File: src/sv/utsd_pkg.sv
// Package for the UTF-8 to UCS-2 stream decoder.
// Holds the result status codes, the decoder modes and the queue entry type.
// No dependencies; every other file imports it.
package utsd_pkg;

  // Status of one result beat.
  typedef enum logic [1:0] {
    ST_CHAR  = 2'd0,
    ST_END   = 2'd1,
    ST_ABORT = 2'd2
  } status_t;

  // Decoder modes, one-hot.
  typedef enum logic [3:0] {
    MODE_LEAD    = 4'b0001,
    MODE_COLLECT = 4'b0010,
    MODE_SKIP    = 4'b0100,
    MODE_DISCARD = 4'b1000
  } mode_t;

  // Byte class thresholds.
  localparam logic [7:0] ASCII_LIMIT  = 8'h80;
  localparam logic [7:0] LEAD2_MAX    = 8'hdf;
  localparam logic [7:0] LEAD3_MAX    = 8'hef;
  localparam logic [7:0] LEAD4_MAX    = 8'hf7;
  localparam logic [7:0] LEAD5_MAX    = 8'hfb;
  localparam logic [7:0] LEAD6_MAX    = 8'hfd;

  // Queue between the decoder and the result sequencer.
  localparam int QDEPTH  = 4;
  localparam int QPTR_W  = $clog2(QDEPTH);
  localparam int QCNT_W  = $clog2(QDEPTH + 1);

  // One queue entry: an optional character followed by an optional status.
  typedef struct packed {
    logic        has_char;
    logic [15:0] code_point;
    logic        has_stat;
    status_t     stat;
  } entry_t;

endpackage

File: src/sv/utsd_fifo.sv
// Short queue of decoded entries between the decoder and the result sequencer.
// Register array with read and write pointers and an occupancy count.
// Depends on utsd_pkg.
module utsd_fifo
  import utsd_pkg::*;
(
  input  logic   clk,
  input  logic   rst,
  input  logic   push,
  input  entry_t wr_data,
  output logic   full,
  input  logic   pop,
  output entry_t rd_data,
  output logic   empty
);

  entry_t              mem [QDEPTH];
  logic [QPTR_W-1:0]   wr_ptr, rd_ptr;
  logic [QCNT_W-1:0]   count;

  assign full    = (count == QCNT_W'(QDEPTH));
  assign empty   = (count == '0);
  assign rd_data = mem[rd_ptr];

  // Entry storage.
  always_ff @(posedge clk) begin
    if (push) begin
      mem[wr_ptr] <= wr_data;
    end
  end

  // Pointers and count.
  always_ff @(posedge clk) begin
    if (rst) begin
      wr_ptr <= '0;
      rd_ptr <= '0;
      count  <= '0;
    end else begin
      if (push) begin
        wr_ptr <= wr_ptr + 1'b1;
      end
      if (pop) begin
        rd_ptr <= rd_ptr + 1'b1;
      end
      if (push && !pop) begin
        count <= count + 1'b1;
      end else if (pop && !push) begin
        count <= count - 1'b1;
      end
    end
  end

  // Occupancy never exceeds the depth.
  a_count_range: assert property (@(posedge clk) disable iff (rst)
    count <= QCNT_W'(QDEPTH))
    else $error("utsd_fifo: count beyond depth");

  // No pop from an empty queue.
  a_no_pop_empty: assert property (@(posedge clk) disable iff (rst)
    empty |-> !pop)
    else $error("utsd_fifo: pop from an empty queue");

endmodule

File: config.mk
export PLATFORM = sky130hd
export DESIGN_NAME = utsd_fifo
export DESIGN_NICKNAME = d
export VERILOG_FILES = /design/src/sv/utsd_pkg.sv /design/src/sv/utsd_fifo.sv
export SDC_FILE = /design/constraint.sdc
export NUM_CORES = 1
export LEC_CHECK = 0
export BUFFER_PORTS_ARGS = -buffer_cell sky130_fd_sc_hd__buf_2
export CAP_MARGIN = 10
export CORE_ASPECT_RATIO = 2
export CORE_MARGIN = 2
export CORE_UTILIZATION = 45
export DETAILED_ROUTE_END_ITERATION = 16
export SLEW_MARGIN = 0
export SYNTH_ARGS = -nofsm -noshare
export SYNTH_HDL_FRONTEND = slang
export SYNTH_SLANG_ARGS = --single-unit
export TNS_END_PERCENT = 20
File: constraint.sdc
create_clock -name clk -period 4.13 [get_ports clk]
set_input_delay 0.826 -clock clk [delete_from_list [all_inputs] [get_ports clk]]
set_output_delay 0.826 -clock clk [all_outputs]
set_load 0.02 [all_outputs]
======== After elaboration in Yosys (flattened, before gate mapping) ========
Memories as Yosys holds them, arrays and structs flattened. A register that Yosys moved wholly into a read port is not among the register bits.
Index checks and enable logic that the tools add are counted.
word-level totals
  bits in writable memories ............... 80
  input bits .............................. 24
  memories ................................ 1
  word-level logic and storage cells ...... 21
  register bits ........................... 7
  output and inout bits ................... 22
cells by class
  equality and inequality tests ........... 1
  reductions and logical operators ........ 6
  multiplexer cells ....................... 6
  add/sub/neg operators ................... 4
memory list
  name  depth  bits a word  read ports  clocked after Yosys merged registers in  write ports  line             RTL
  mem   4      20           1           1                                        1            utsd_fifo.sv:17  entry_t mem [QDEPTH];
operator list
  cell                                               count
  two-way mux 3 bit                                  2
  adder 2 x 1 -> 2 bit (second input constant)       2
  two-way mux 2 bit                                  2
  adder 3 x 1 -> 3 bit (second input constant)       1
  == test 3 bit (second input constant)              1
  zero test 3 bit                                    1
  subtractor 3 x 1 -> 3 bit (second input constant)  1
  logical AND 1 bit                                  2
  zero test 1 bit                                    2
  two-way mux 1 bit                                  2
  nonzero test 2 bit                                 1

======== Logic depth before layout (Yosys ltp) ========
  depth in word-level cells ............... 4
  depth in mapped cells ................... 7
  gate-level depth less buffers ........... 7

======== Worst setup path after synthesis ========
Ideal clock, no wire load.
  kind .................................... input to register
  from .................................... in pop
  to ...................................... reg count[2]
  arrival time ............................ 2016 ps
  setup slack ............................. 2044 ps
  required time ........................... 4060 ps
  library setup time ...................... 70 ps
  path buffers ............................ 0
  cell stages on the path ................. 7
  path through ............................ inv_1 ha_1 inv_1 fa_1 xor2_1 or3_1 a21oi_1
between the ends
  longest elaborated chain between the ends .. 3
  elaborated cells on any way between the ends .. 5
  classes of those cells .................. mux: 1; reduce/logical: 4
ends and longest elaborated chain
  item                                                     line             RTL
  from (decl)                                              utsd_fifo.sv:12  input logic pop,
  zero test 1 bit                                          utsd_fifo.sv:45  if (push && !pop) begin
  logical AND 1 bit                                        utsd_fifo.sv:45
  two-way mux 3 bit or nonzero test 2 bit (tied branches)  --
  to (signal assigned)                                     utsd_fifo.sv:46  count <= count + 1'b1;
  to (signal assigned)                                     utsd_fifo.sv:48  count <= count - 1'b1;
  to (decl)                                                utsd_fifo.sv:19  logic [QCNT_W-1:0] count;
Parallel ways exist; a longest one is shown, timed or not.
A chain may end at the register's enable or synchronous reset.

==> flow_summary.yaml <==
clock_network:
  cts_root_buf: "clkbuf_16"
  clock-sinks: 89
  cts_resized: 0
  cts_made_buffers: 9
  cts_tree: "built"
  post_cts_buffers: 0
  cts_max_path_buffers: 2
  cts_hold_buf: 0
  clock_latency_ns: 0.33
  h-tree-depth: 3
  clk_pin_slew_ns: 0.06
grt:
  grt_max_degree: 21
  grt_pass1_vias: 1729
  globalRoute.totalOverflow: 0
  antenna_found_initial: 0
  track_usage: 0.149
  grt_pass1_wl_um: 8650
worst_setup_path:
  crit_type: "flip-flop to primary output"
  endpoint_kind: "primary output"
  slowest_stage: "mux4_2"
  cp-start-kind: "flip-flop"
  path_cells: "buf_4 -> mux4_2 -> buf_2"
  arrival_ns: 1.94
  critPathMaxStageDelay_ns: 0.57
  r2r_start: "wr_ptr[0]"
  worst_ep_required_time_ns: 3.30
  cp_max_fo: 16
sta:
  tns_ns: 0
  finalCriticalPeriod_ns: 2.76
  setup_viol: 0
  max_freq_mhz: 362
  tightest_slew_ns: 1.08
  skew_ns: 0.00685
  maxSlewViolCount: 0
  fin_crit_sh: 0.669
  whs_ns: 0.523
  hold_viol_final: 0
  rsz0062_at_grt: "false"
  slew_headroom: 0.282
  finalWorstSetupSlack_ns: 1.37
placement:
  dpl.hpwl_um: 3500
  dpl_worst_slack_ns: 1.66
  port_buffers: 45
  place_congestion: 0.652
power_and_ir_drop:
  p_int_w: 0.00159
  p_clk_frac: 0.375
  seqPwrFrac: 0.519
  powerDensity_nw_per_um2: 521
  leakagePower_nw: 1.37
  ir_drop_mv: 0.289
  p_comb_frac: 0.106
  switching_power_w: 0.000451
  switching_share: 0.221
final_layout:
  fin_nets: 230
  area_delta_synth_final_pct: 18.0
  n_fill_cell: 592
  seq_area_um2: 2580
  diodes: 0
  drive_above_1_share: 0.395
  multi_input_area_um2: 681
yosys:
  yosysMostFrequentCell: "edfxtp_1"
  syn_avg_cell_area_um2: 22.4
  syn_inst: 148
  synth.area.top_cells: "edfxtp_1 (72%), mux4_2 (14%), dfxtp_1 (5.4%), ha_1 (1.9%), nor2_1 (0.79%)"
  ys_seq_area_frac: 0.779
  ys_ff_latch: 89
  synth.top_cells.by_count: "edfxtp_1 (80), mux4_2 (20), dfxtp_1 (9)"
  synth_flop_cell: "edfxtp_1"
  synth_edf_count: 80
  yosysUniqueCellTypes: 20
  yosys.area.top_type: "edfxtp_1"
  yosysTopAreaCellShare: 0.725
  async_flop_share: 0
  synth_nets: 178
  yosys_warnings: 0
  synth_area_um2: 3310
min_path:
  hold_class: "flip-flop to flip-flop"
  worstHoldStart: "count[2]"
job:
  drv_cap: 0
route:
  routed_via_density: 5.00
  wirelength_um: 5270
  drcViolationCount: 0
  drtPass1Iterations: 4
  antenna_left: 0
  wire_per_inst_um: 17.7
  vias: 1485
  first_iter_violations: 55
floorplan:
  die_x_um: 64.7
  dieArea_um2: 8110
  die_y_um: 125
  core_region_area_um2: 7210
  fp-row-count: 44
  ioPinCount: 46
  start_util: 0.460
status:
  status: "finished, final reports clean"
-- layout make-up --
class,instances,area share
clock buffer,9,0.0576
inverter,4,0.00384
clock inverter,7,0.0157
tap,92,0.0294
sequential,89,0.660
multi-input combinational,50,0.174
timing repair buffer,46,0.0595
-- worst max-delay path: cells and delay by family (launching register included) --
family | cells | cell delay [ns]
multiplexers | 1 | 0.57
buffers and inverters | 2 | 0.56
flip-flops | 1 | 0.47
-- cells in the final DEF (no fill, tap or decap) --
cell type,synthesis,layout
edfxtp_1,80,80
buf_2,2,45
mux4_2,20,20
dfxtp_1,9,9
clkbuf_16,0,9
nor2_1,7,7
ha_1,5,5
inv_1,4,4
and2_1,4,4
clkinv_2,0,4
xor2_1,3,3
xnor2_1,2,2
mux2i_1,2,2
nor3_1,1,1
nor3b_1,1,1
nand2_1,1,1
o21ai_0,1,1
or3_1,1,1
a21oi_1,1,1
fa_1,1,1
bufinv_16,0,1
clkinv_1,0,1
clkinvlp_4,0,1
buf_4,0,1
-- stage by stage --
stage | instances | util | cell area (um^2) | power (W)
3_5_place_dp | 281 | 0.503 | 3630 | 0.00130
5_1_grt | 297 | 0.543 | 3910 | 0.00212
2_1_floorplan | 148 | - | 3310 | 0.00122
3_3_place_gp | 281 | 0.503 | 3630 | 0.00129
6_report | 297 | 0.543 | 3910 | 0.00204
4_1_cts | 297 | 0.543 | 3910 | 0.00207
-- path summary, 6_finish.rpt --
kind,slack (ns),cells after the start,to
max,1.37,3,rd_data[11]
min,0.52,2,count[2]
max reg2reg,2.34,2,mem[3][0]
min reg2reg,0.52,2,count[2]
-- routing by layer --
metal | track usage | part of all wire
met5 | 0 | 0
met4 | 0.0676 | 0.0085
met3 | 0.0504 | 0.041
met2 | 0.261 | 0.59
met1 | 0.159 | 0.36
-- power groups by stage --
stage	Combinational [W]	Sequential [W]	Clock, W
2_1_floorplan	0.000158	0.00106	0
3_3_place_gp	0.000215	0.00107	0
3_5_place_dp	0.000220	0.00108	0
4_1_cts	0.000221	0.00106	0.000785
5_1_grt	0.000234	0.00106	0.000818
6_report	0.000215	0.00106	0.000764
-- state kept, by name (all words and copies together), names as in the netlist, named ones only --
signal	flops
rd_ptr	2
mem	80
wr_ptr	2
count	3
-- cells by family after synthesis --
logic type	after synthesis	share of synthesized area
AOI/OAI and AO/OA	2	0.00302
xor gates and xnor gates	5	0.0132
adders and majority gates	6	0.0249
buffers and inverters	9	0.0155
DFF	89	0.779
muxes	22	0.142
and+or+nand+nor	15	0.0223
(Power assumes the default switching activity.)
