<file path="src/sv/utsd_pkg.sv">
// Package for the UTF-8 to UCS-2 stream decoder.
// Holds the result status codes, the decoder modes and the queue entry type.
// No dependencies; every other file imports it.
package utsd_pkg;

  // Status of one result beat.
  typedef enum logic [1:0] {
    ST_CHAR  = 2'd0,
    ST_END   = 2'd1,
    ST_ABORT = 2'd2
  } status_t;

  // Decoder modes, one-hot.
  typedef enum logic [3:0] {
    MODE_LEAD    = 4'b0001,
    MODE_COLLECT = 4'b0010,
    MODE_SKIP    = 4'b0100,
    MODE_DISCARD = 4'b1000
  } mode_t;

  // Byte class thresholds.
  localparam logic [7:0] ASCII_LIMIT  = 8'h80;
  localparam logic [7:0] LEAD2_MAX    = 8'hdf;
  localparam logic [7:0] LEAD3_MAX    = 8'hef;
  localparam logic [7:0] LEAD4_MAX    = 8'hf7;
  localparam logic [7:0] LEAD5_MAX    = 8'hfb;
  localparam logic [7:0] LEAD6_MAX    = 8'hfd;

  // Queue between the decoder and the result sequencer.
  localparam int QDEPTH  = 4;
  localparam int QPTR_W  = $clog2(QDEPTH);
  localparam int QCNT_W  = $clog2(QDEPTH + 1);

  // One queue entry: an optional character followed by an optional status.
  typedef struct packed {
    logic        has_char;
    logic [15:0] code_point;
    logic        has_stat;
    status_t     stat;
  } entry_t;

endpackage

</file>
<file path="src/sv/utsd_ifs.sv">
// Stream interfaces of the UTF-8 to UCS-2 stream decoder.
// Byte channel in, result channel out; both valid/ready.
// Depends on utsd_pkg for the status type.
interface utsd_byte_if;
  logic       valid;
  logic       ready;
  logic [7:0] data_byte;
  logic       stream_end;

  modport source (output valid, output data_byte, output stream_end, input ready);
  modport sink   (input valid, input data_byte, input stream_end, output ready);
endinterface


</file>
<file path="src/sv/utsd_front.sv">
// Front part of the decoder: accepts bytes, tracks the UTF-8 sequence state
// and pushes one queue entry for every byte that causes results.
// Depends on utsd_pkg and utsd_byte_if.
module utsd_front
  import utsd_pkg::*;
(
  input  logic              clk,
  input  logic              rst,
  utsd_byte_if.sink         bytes,
  input  logic              q_full,
  output logic              q_push,
  output entry_t            q_data
);

  mode_t       mode, mode_next;
  logic [11:0] collected_bits, collected_bits_next;
  logic [2:0]  bytes_pending, bytes_pending_next;
  logic        accept;
  logic [7:0]  b;
  logic        last;
  entry_t      ent;

  assign bytes.ready = !q_full;
  assign accept      = bytes.valid && bytes.ready;
  assign b           = bytes.data_byte;
  assign last        = bytes.stream_end;

  // Next-state and result decode for the byte at the port.
  always_comb begin
    mode_next           = mode;
    collected_bits_next = collected_bits;
    bytes_pending_next  = bytes_pending;
    ent.has_char        = 1'b0;
    ent.code_point      = '0;
    ent.has_stat        = 1'b0;
    ent.stat            = ST_END;
    unique case (mode)
      MODE_LEAD: begin
        if (b < ASCII_LIMIT) begin
          ent.has_char   = 1'b1;
          ent.code_point = {8'h00, b};
        end else if (b <= LEAD2_MAX) begin
          collected_bits_next = {7'b0, b[4:0]};
          bytes_pending_next  = 3'd1;
          mode_next           = MODE_COLLECT;
        end else if (b <= LEAD3_MAX) begin
          collected_bits_next = {8'b0, b[3:0]};
          bytes_pending_next  = 3'd2;
          mode_next           = MODE_COLLECT;
        end else if (b <= LEAD4_MAX) begin
          bytes_pending_next = 3'd3;
          mode_next          = MODE_SKIP;
        end else if (b <= LEAD5_MAX) begin
          bytes_pending_next = 3'd4;
          mode_next          = MODE_SKIP;
        end else if (b <= LEAD6_MAX) begin
          bytes_pending_next = 3'd5;
          mode_next          = MODE_SKIP;
        end else begin
          ent.has_stat        = 1'b1;
          ent.stat            = ST_ABORT;
          collected_bits_next = '0;
          bytes_pending_next  = '0;
          mode_next           = last ? MODE_LEAD : MODE_DISCARD;
        end
      end
      MODE_COLLECT: begin
        if (bytes_pending <= 3'd1) begin
          ent.has_char        = 1'b1;
          ent.code_point      = {collected_bits[9:0], b[5:0]};
          collected_bits_next = '0;
          bytes_pending_next  = '0;
          mode_next           = MODE_LEAD;
        end else begin
          collected_bits_next = {collected_bits[5:0], b[5:0]};
          bytes_pending_next  = bytes_pending - 3'd1;
        end
      end
      MODE_SKIP: begin
        if (bytes_pending <= 3'd1) begin
          bytes_pending_next = '0;
          mode_next          = MODE_LEAD;
        end else begin
          bytes_pending_next = bytes_pending - 3'd1;
        end
      end
      MODE_DISCARD: begin
        if (last) begin
          mode_next = MODE_LEAD;
        end
      end
      default: begin
        mode_next = MODE_LEAD;
      end
    endcase

    // A clean stream end closes the stream, except after an abort.
    if (last && !ent.has_stat && mode != MODE_DISCARD) begin
      ent.has_stat        = 1'b1;
      ent.stat            = ST_END;
      collected_bits_next = '0;
      bytes_pending_next  = '0;
      mode_next           = MODE_LEAD;
    end
  end

  assign q_push = accept && (ent.has_char || ent.has_stat);
  assign q_data = ent;

  // Decoder state registers.
  always_ff @(posedge clk) begin
    if (rst) begin
      mode           <= MODE_LEAD;
      collected_bits <= '0;
      bytes_pending  <= '0;
    end else if (accept) begin
      mode           <= mode_next;
      collected_bits <= collected_bits_next;
      bytes_pending  <= bytes_pending_next;
    end
  end

  // A sequence in progress always has bytes left to take.
  a_pending_nonzero: assert property (@(posedge clk) disable iff (rst)
    (mode == MODE_COLLECT || mode == MODE_SKIP) |-> bytes_pending != 3'd0)
    else $error("utsd_front: sequence mode with no pending bytes");

  // Nothing is pushed while the queue is full.
  a_no_push_full: assert property (@(posedge clk) disable iff (rst)
    q_full |-> !q_push)
    else $error("utsd_front: push into a full queue");

endmodule

</file>
<file path="src/flat_wrapper.sv">
// flat-port wrapper written by rule: the top's interface ports become plain ports
module utsd_front_flat import utsd_pkg::*;
  (clk, rst, q_full, q_push, q_data, bytes_valid, bytes_data_byte, bytes_stream_end, bytes_ready);
  utsd_byte_if bytes_i ();
  input  logic clk;
  input  logic rst;
  input  logic q_full;
  output logic q_push;
  output entry_t q_data;
  input wire logic [$bits(bytes_i.valid)-1:0] bytes_valid;
  input wire logic [$bits(bytes_i.data_byte)-1:0] bytes_data_byte;
  input wire logic [$bits(bytes_i.stream_end)-1:0] bytes_stream_end;
  output wire logic [$bits(bytes_i.ready)-1:0] bytes_ready;
  assign bytes_i.valid = bytes_valid;
  assign bytes_i.data_byte = bytes_data_byte;
  assign bytes_i.stream_end = bytes_stream_end;
  assign bytes_ready = bytes_i.ready;
  utsd_front u_core (.clk(clk), .rst(rst), .bytes(bytes_i), .q_full(q_full), .q_push(q_push), .q_data(q_data));
endmodule
</file>
<file path="config.mk">
export PLATFORM = sky130hd
export DESIGN_NAME = utsd_front_flat
export DESIGN_NICKNAME = d
export VERILOG_FILES = /design/src/sv/utsd_pkg.sv /design/src/sv/utsd_ifs.sv /design/src/sv/utsd_front.sv /design/src/flat_wrapper.sv
export SDC_FILE = /design/constraint.sdc
export NUM_CORES = 1
export LEC_CHECK = 0
export ABC_CLOCK_PERIOD_IN_PS = 2790
export BUFFER_PORTS_ARGS = -buffer_cell sky130_fd_sc_hd__buf_2
export CORE_ASPECT_RATIO = 1.1
export CORE_UTILIZATION = 45
export DETAILED_ROUTE_END_ITERATION = 6
export GPL_TIMING_DRIVEN = 0
export PLACE_DENSITY = 0.79
export REMOVE_ABC_BUFFERS = 1
export SETUP_SLACK_MARGIN = 0.4
export SKIP_CTS_REPAIR_TIMING = 1
export SLEW_MARGIN = 20
export SYNTH_ARGS = -nofsm -noshare
export SYNTH_HDL_FRONTEND = slang
export SYNTH_SLANG_ARGS = --single-unit
</file>
<file path="constraint.sdc">
create_clock -name clk -period 2.79 [get_ports clk]
set_clock_uncertainty 0.2 [all_clocks]
set_input_delay 0.1395 -clock clk [delete_from_list [all_inputs] [get_ports clk]]
set_output_delay 0.1395 -clock clk [all_outputs]
set_load 0.1 [all_outputs]
</file>
# Word-level counts from Yosys, hierarchy flattened
# Index checks and enable logic that the tools add are counted.
# word_totals
n_memories,0
latch_bits,0
ff_bits,17
mem_bits_ro,0
mem_bits_rw,0
input_bits,13
# classes
add_sub_neg,1
reduce_logical,13
n_div,0
n_lt_le_gt_ge,7
n_bitwise,0
eq_ne,11
shifts,0
multipliers,0
muxes,40
# op_table
operator,count
$mux 10,8
$mux 3,16
$le 8x8->1 const B,5
$mux 4,10
$mux 17,2
$pmux 17 s2,1
$pmux 10 s2,1
$ne 5x3->1 const B,3
$pmux 4 s3,1
$lt 8x8->1 const B,1
$pmux 3 s2,1
$reduce_and 6->1,1
$reduce_bool 3->1,2
$eq 4x1->1 const B,1
$eq 4x2->1 const B,1
$eq 4x3->1 const B,1
$eq 4x4->1 const B,1
$logic_and 1x1->1,4
$ne 4x4->1 const B,1
$reduce_and 4->1,1
$le 3x1->1 const B,1
$ne 3x1->1 const B,1
$ne 3x2->1 const B,1
$ne 3x3->1 const B,1
5 further kinds,6

# Depth between registers and ports, before layout
# Gate-level depths: netlist of run 1.
# depth
ltp_word,14
mapped_depth,7
mapped_depth_nobuf,7

# Worst setup path after synthesis of run 1
# No wires, ideal clock.
# synth_timing
path_type,register -> output
startpoint,register u_core.mode[0]
endpoint,output port q_data[15] in the netlist's numbering
stages_incl_launch_ff,4
setup_slack_ns,-1.591
t_arrival_ns,4.042
required_time_ns,2.451
cell_sequence,dfxtp_1 or4b_2 clkbuf_1 nor4_1
# synth_lines
element,line,rtl
start: declaration,utsd_front.sv:15,"mode_t mode, mode_next;"
start signal: assignment,utsd_front.sv:117,mode <= mode_next;
end: declaration,flat_wrapper.sv:9,output entry_t q_data;

==> run_results.csv, run 1 <==
group,metric,value,unit
outcome,status,"complete, no violations",
global_route,grt_pass1_vias,1075,
floorplan,die_h,55.0,µm
yosys,synth_seq_cells,17,
global_route,grt_max_degree,26,
clock_network,cts_buffers,3,
worst_setup_path,cp.arrival,2.23,ns
floorplan,pin_count,35,
yosys,ys_types,41,
worst_setup_path,slowest_delay,0.62,ns
yosys,synth_edf_count,0,
worst_setup_path,reg2reg_slack,0.32,ns
route,drc_errors,0,
timing,fmax,0.389,GHz
timing,slew_violations,0,
route,wire_per_inst,18.1,µm
final_layout,design_area,1730,µm²
yosys,netlist_top_cells_count,"17 x dfxtp_1, 12 x and2_1, 10 x nand2b_1",
placement,gp_congestion,0.813,
worst_setup_path,crit_chain,"or4b_4 -> nor3_4 -> or2_4 -> and2_1 -> buf_12",
worst_setup_path,critPathCaptureType,"output port",
floorplan,die-area,2760,µm²
route,first_pass_iters,4,
yosys,async_reset_ff_frac,0,
yosys,ys_top_cells_by_area,"dfxtp_1 30%, and2_1 6.5%, nand2b_1 5.4%",
power_and_ir_drop,seqPwrFrac,0.409,
worst_setup_path,r2r_end,"u_core.collected_bits[4]",
clock_network,cts_root_buffer,"clkbuf_4",
route,wirelength,3840,µm
floorplan,num_rows,18,
final_layout,fin_util,0.740,
yosys,ys_seq_area_frac,0.296,
power_and_ir_drop,p_comb_frac,0.371,
min_path,hold_path_depth,2,
yosys,yosys_warnings,0,
global_route,grt_usage,0.232,
route,num_vias,1362,
timing,rsz0062_at_grt,"true",
worst_setup_path,reg2reg_depth,5,
worst_setup_path,worstReg2RegStart,"u_core.mode[2]",
route,ant_nets,0,
clock_network,h-tree-depth,1,
worst_setup_path,path_class,"reg2out",
power_and_ir_drop,leakagePower,0.637,nW
flow_run,maxCapViolCount,0,
min_path,min_to,"u_core.collected_bits[4]",
timing,fin_crit,2.57,ns
clock_network,clock_latency,0.29,ns
yosys,syn_area,1150,µm²
final_layout,nets,198,
clock_network,cts.sinks,17,
timing,worst_slew_pin_slew,0.506,ns
yosys,avgSynthCellArea,7.99,µm²
yosys,synth_largest_area_cell,"dfxtp_1",
floorplan,start_util,0.491,
power_and_ir_drop,clkPwrFrac,0.219,
min_path,hp-class,"in2reg",
placement,place_hpwl,2150,µm
placement,placed_cell_area,1330,µm²
final_layout,fillers,169,
timing,setup_viol,0,
power_and_ir_drop,p_per_area,353,nW/µm²
power_and_ir_drop,switchingPower,0.233,mW
global_route,grt-ovfl-total,0,
yosys,synth_flop_cell,"dfxtp_1",
global_route,antenna_found_initial,0,
worst_setup_path,worstPathMaxFanout,8,
global_route,grt_pass1_wl,4800,µm
clock_network,tritoncts,"done",
worst_setup_path,required,2.45,ns
final_layout,area_delta_synth_final,50.7,%
power_and_ir_drop,swShare,0.382,
worst_setup_path,slowest_stage,"or4b_4",
final_layout,antenna_cells,0,
route,via_per_inst,6.42,
placement,io_buffer_count,34,
yosys,yosys.cell_count.top_type,"dfxtp_1",
final_layout,multi_input_area,828,µm²
floorplan,die-width,50.2,µm
timing,maxSlewHeadroom,0.659,
power_and_ir_drop,p_int,0.378,mW
route,drt_iter0_drc,41,
timing,post-route-period-util,0.920,
floorplan,core,2340,µm²
min_path,holdCritStartpoint,"rst",
timing,hold_viol_final,0,
clock_network,path_clk_slew,0.10,ns
power_and_ir_drop,vdd.ir_drop.worst,0.229,mV
final_layout,drive_above_1_share,0.379,
final_layout,seq_area,350,µm²
clock_network,cts.path.max_buffers,2,
worst_setup_path,worstSetupStartpointType,"register",
yosys,syn_inst,144,
yosys,synth_top_area_frac,0.296,
## critical path, delay by kind of cell, from the launching register on
kind | cells | cell delay [ns]
buffers and inverters | 1 | 0.19
and+or+nand+nor | 4 | 1.36
DFF | 1 | 0.38
## cell type report
class,count,share of cell area
clock buffer,4,0.0152
multi-input combinational,109,0.478
tap,30,0.0216
timing repair buffer,44,0.266
inverter,8,0.0173
sequential,17,0.202
## registers in the layout (all words and copies together) (netlist names)
register and cells:
u_core.mode 4, u_core.bytes_pending 3, u_core.collected_bits 10
## cells by family (layout without fill, tap and decap cells)
| family | after synthesis | after routing | share of synthesized area |
|---|---|---|---|
| fa+ha+maj | 2 | 2 | 0.0217 |
| buf+inv | 18 | 56 | 0.0663 |
| mux | 1 | 1 | 0.00870 |
| compound gates | 36 | 36 | 0.224 |
| xor+xnor | 2 | 2 | 0.0152 |
| flops | 17 | 17 | 0.296 |
| simple gates | 68 | 68 | 0.368 |
## how the worst max path moves through the flow
stage / startpoint / endpoint / slack, ns / depth (start not counted)
finish: u_core.mode[3] / q_data[5] / 0.22 / 5
detailed placement: u_core.mode[0] / q_push / -0.33 / 5
global route: u_core.mode[3] / q_data[5] / 0.18 / 5
global placement: u_core.mode[2] / u_core.collected_bits[4] / -0.84 / 5
CTS: u_core.mode[0] / q_push / -0.67 / 5
floorplan: u_core.mode[0] / q_data[15] / -1.54 / 2
## through the flow
| stage | cells | setup slack [ns] | setup TNS (ns) | total power, mW | hold slack (ns) |
|---|---|---|---|---|---|
| finish | 212 | 0.222 | 0 | 0.611 | 0.0593 |
| global route | 212 | 0.177 | 0 | 0.638 | 0.0794 |
| CTS | 203 | -0.670 | -7.47 | 0.558 | -0.0683 |
| detailed placement | 199 | -0.328 | -2.74 | 0.426 | 0.248 |
| global placement | 198 | -0.837 | -8.35 | 0.422 | 0.240 |
| floorplan | 134 | -1.54 | -11.80 | 0.385 | 0.00857 |
## power by group through the flow
stage,Sequential (mW),Combinational (mW),Clock (mW)
2_1_floorplan,0.256,0.129,0
3_3_place_gp,0.257,0.166,0
3_5_place_dp,0.257,0.169,0
4_1_cts,0.251,0.170,0.137
5_1_grt,0.251,0.235,0.153
6_report,0.250,0.227,0.134
## layer usage
metal | routed length, µm | GRT usage
met1 | 1490 | 0.274
met2 | 1980 | 0.433
met3 | 213 | 0.0355
met4 | 153 | 0.0714
met5 | 0 | 0
## cells in the final DEF, fill, tap and decap left out, types with 5 or more instances in the layout
cell type,Yosys,layout
clkbuf_4,0,6
nand2b_1,10,10
and2_1,12,9
buf_4,0,6
dlygate4sd3_1,0,5
nand2_1,7,6
o21ai_0,6,5
dfxtp_1,17,13
a21oi_1,6,5
nor2_1,5,5
nand3b_1,5,5
buf_2,1,13
inv_1,8,8
buf_12,0,10
buf_6,1,7
No activity file was read; power rests on OpenSTA's default activity.
==> inputs of run 2 (changes only) <==
CELL_PAD_IN_SITES_DETAIL_PLACEMENT = 1   (was unset)
CELL_PAD_IN_SITES_GLOBAL_PLACEMENT = 1   (was unset)
CORE_UTILIZATION = 36   (was 45)
PLACE_DENSITY = 0.86   (was 0.79)
==> run 2 against run 1 <==
  * Routed wire length up 12%
  * Sequential share of layout area down 0.69 points
  * Combinational power up 5%
  * Via count down 0.95%
  * Worst hold slack better by 0.0040 ns
  * Utilization down 15 points
  * Clock power up 6%
  * Power up 3.2%
  * Maximum frequency up 2.9%
  * Final area up 3.5%
  * Register-to-register slack worse by 0.02 ns
  * Critical path type unchanged
==> run_results.csv, run 2 (synthesis gave the netlist of run 1 again) <==
group,metric,value,unit
route,wire_per_inst,19.2,µm
worst_setup_path,cp_num_buf_inv,1,
power_and_ir_drop,seqPwrFrac,0.398,
floorplan,core,3050,µm²
clock_network,tritoncts,"done",
clock_network,clock_latency,0.31,ns
placement,gp_congestion,0.786,
final_layout,area_delta_synth_final,56.0,%
timing,rsz0062_at_grt,"true",
floorplan,die_h,61.3,µm
timing,slew_violations,0,
worst_setup_path,path_class,"reg2out",
timing,fin_crit,2.50,ns
floorplan,num_rows,21,
final_layout,largest-register,"u_core.collected_bits",
timing,fmax,0.401,GHz
final_layout,layout_commonest_cell,"buf_4",
clock_network,cts.sinks,17,
worst_setup_path,worstPathMaxFanout,8,
worst_setup_path,slowest_stage,"or4b_4",
power_and_ir_drop,swShare,0.388,
clock_network,path_clk_slew,0.12,ns
power_and_ir_drop,vdd.ir_drop.worst,0.281,mV
power_and_ir_drop,switchingPower,0.245,mW
route,wirelength,4290,µm
final_layout,final_cell_mix,"16 x buf_4, 15 x buf_2, 13 x dfxtp_1",
global_route,grt-ovfl-total,0,
worst_setup_path,critPathCaptureType,"output port",
clock_network,cts_root_buffer,"clkbuf_4",
power_and_ir_drop,clkPwrFrac,0.225,
placement,io_buffer_count,34,
timing,maxSlewHeadroom,0.634,
power_and_ir_drop,p_per_area,352,nW/µm²
final_layout,final_cells,223,
final_layout,antenna_cells,0,
placement,placed_cell_area,1340,µm²
global_route,antenna_found_initial,0,
route,first_pass_iters,4,
final_layout,nets,205,
outcome,status,"complete, no violations",
power_and_ir_drop,leakagePower,0.689,nW
route,drt_iter0_drc,21,
final_layout,design_area,1800,µm²
placement,place_hpwl,2610,µm
global_route,grt_usage,0.214,
worst_setup_path,slowest_delay,0.58,ns
worst_setup_path,crit_family,"simple AND/OR/NAND/NOR gates",
timing,hold_viol_final,0,
route,num_vias,1349,
power_and_ir_drop,p_int,0.386,mW
timing,whs,0.0634,ns
worst_setup_path,cp.arrival,2.16,ns
final_layout,largest_register_ffs,10,
placement,placed_cells,204,
route,via_per_inst,6.05,
route,ant_nets,0,
clock_network,cts.path.max_buffers,2,
min_path,hp-class,"in2reg",
route,drc_errors,0,
worst_setup_path,worstSetupStartpointType,"register",
floorplan,pin_count,35,
clock_network,h-tree-depth,1,
final_layout,drive_above_1_share,0.429,
worst_setup_path,required,2.45,ns
clock_network,cts_buffers,3,
power_and_ir_drop,p_comb_frac,0.377,
floorplan,die-width,55.9,µm
flow_run,maxCapViolCount,0,
timing,setup_viol,0,
floorplan,die-area,3430,µm²
global_route,grt_max_degree,26,
timing,post-route-period-util,0.894,
timing,worst_slew_pin_slew,0.543,ns
final_layout,fillers,345,
global_route,grt_pass1_vias,1190,
global_route,grt_pass1_wl,5610,µm
floorplan,start_util,0.378,
worst_setup_path,crit_chain,"or4b_4 -> nor3_4 -> or2_4 -> o211a_1 -> buf_12",
final_layout,top_regs,"u_core.collected_bits x10, u_core.mode x4, u_core.bytes_pending x3",
-- run 2: cell count changes in the layout (fill, tap and decap cells not counted), sizes merged --
cell	change
buf	+8
clkbuf	-3
dlymetal6s2s	+1
or4b	+1
-- run 2: stage by stage --
stage	TNS (ns)	total power, mW	util	setup WS [ns]
after floorplan	-11.80	0.385	-	-1.54
after global placement	-8.95	0.424	0.432	-0.873
after detailed placement	-2.60	0.431	0.438	-0.316
after CTS	-7.49	0.568	0.447	-0.661
after global routing	0	0.660	0.589	0.210
final	0	0.631	0.589	0.294
-- run 2: worst paths after layout --
| path | cells past startpoint | endpoint | startpoint | slack (ns) |
|---|---|---|---|---|
| setup / recovery | 5 | q_push | u_core.mode[2] | 0.29 |
| hold / removal | 2 | u_core.collected_bits[5] | rst | 0.06 |
| setup reg to reg | 8 | u_core.collected_bits[7] | u_core.mode[2] | 0.30 |
| hold reg to reg | 2 | u_core.collected_bits[5] | u_core.collected_bits[5] | 0.29 |
-- run 2: layout make-up --
cell class,instances,area (µm²),share of cell area
clock buffer,4,26.3,0.0146
inverter,8,30.0,0.0167
timing repair buffer,50,483,0.269
multi-input combinational,110,863,0.481
sequential,17,350,0.195
tap,34,42.5,0.0237
-- run 2: per-layer routing --
metal	share of wire	wire (µm)	global-route usage	up-vias
li1	-	-	-	626
met1	0.37	1600	0.255	657
met2	0.54	2340	0.403	47
met3	0.038	162	0.0336	19
met4	0.043	186	0.0732	0
met5	0	0	0	-
-- run 2: power groups by stage --
stage	sequential (mW)	clock [mW]	combinational (mW)
3_3_place_gp	0.257	0	0.167
5_1_grt	0.252	0.161	0.247
6_report	0.251	0.142	0.238
2_1_floorplan	0.256	0	0.129
4_1_cts	0.252	0.143	0.174
3_5_place_dp	0.257	0	0.173
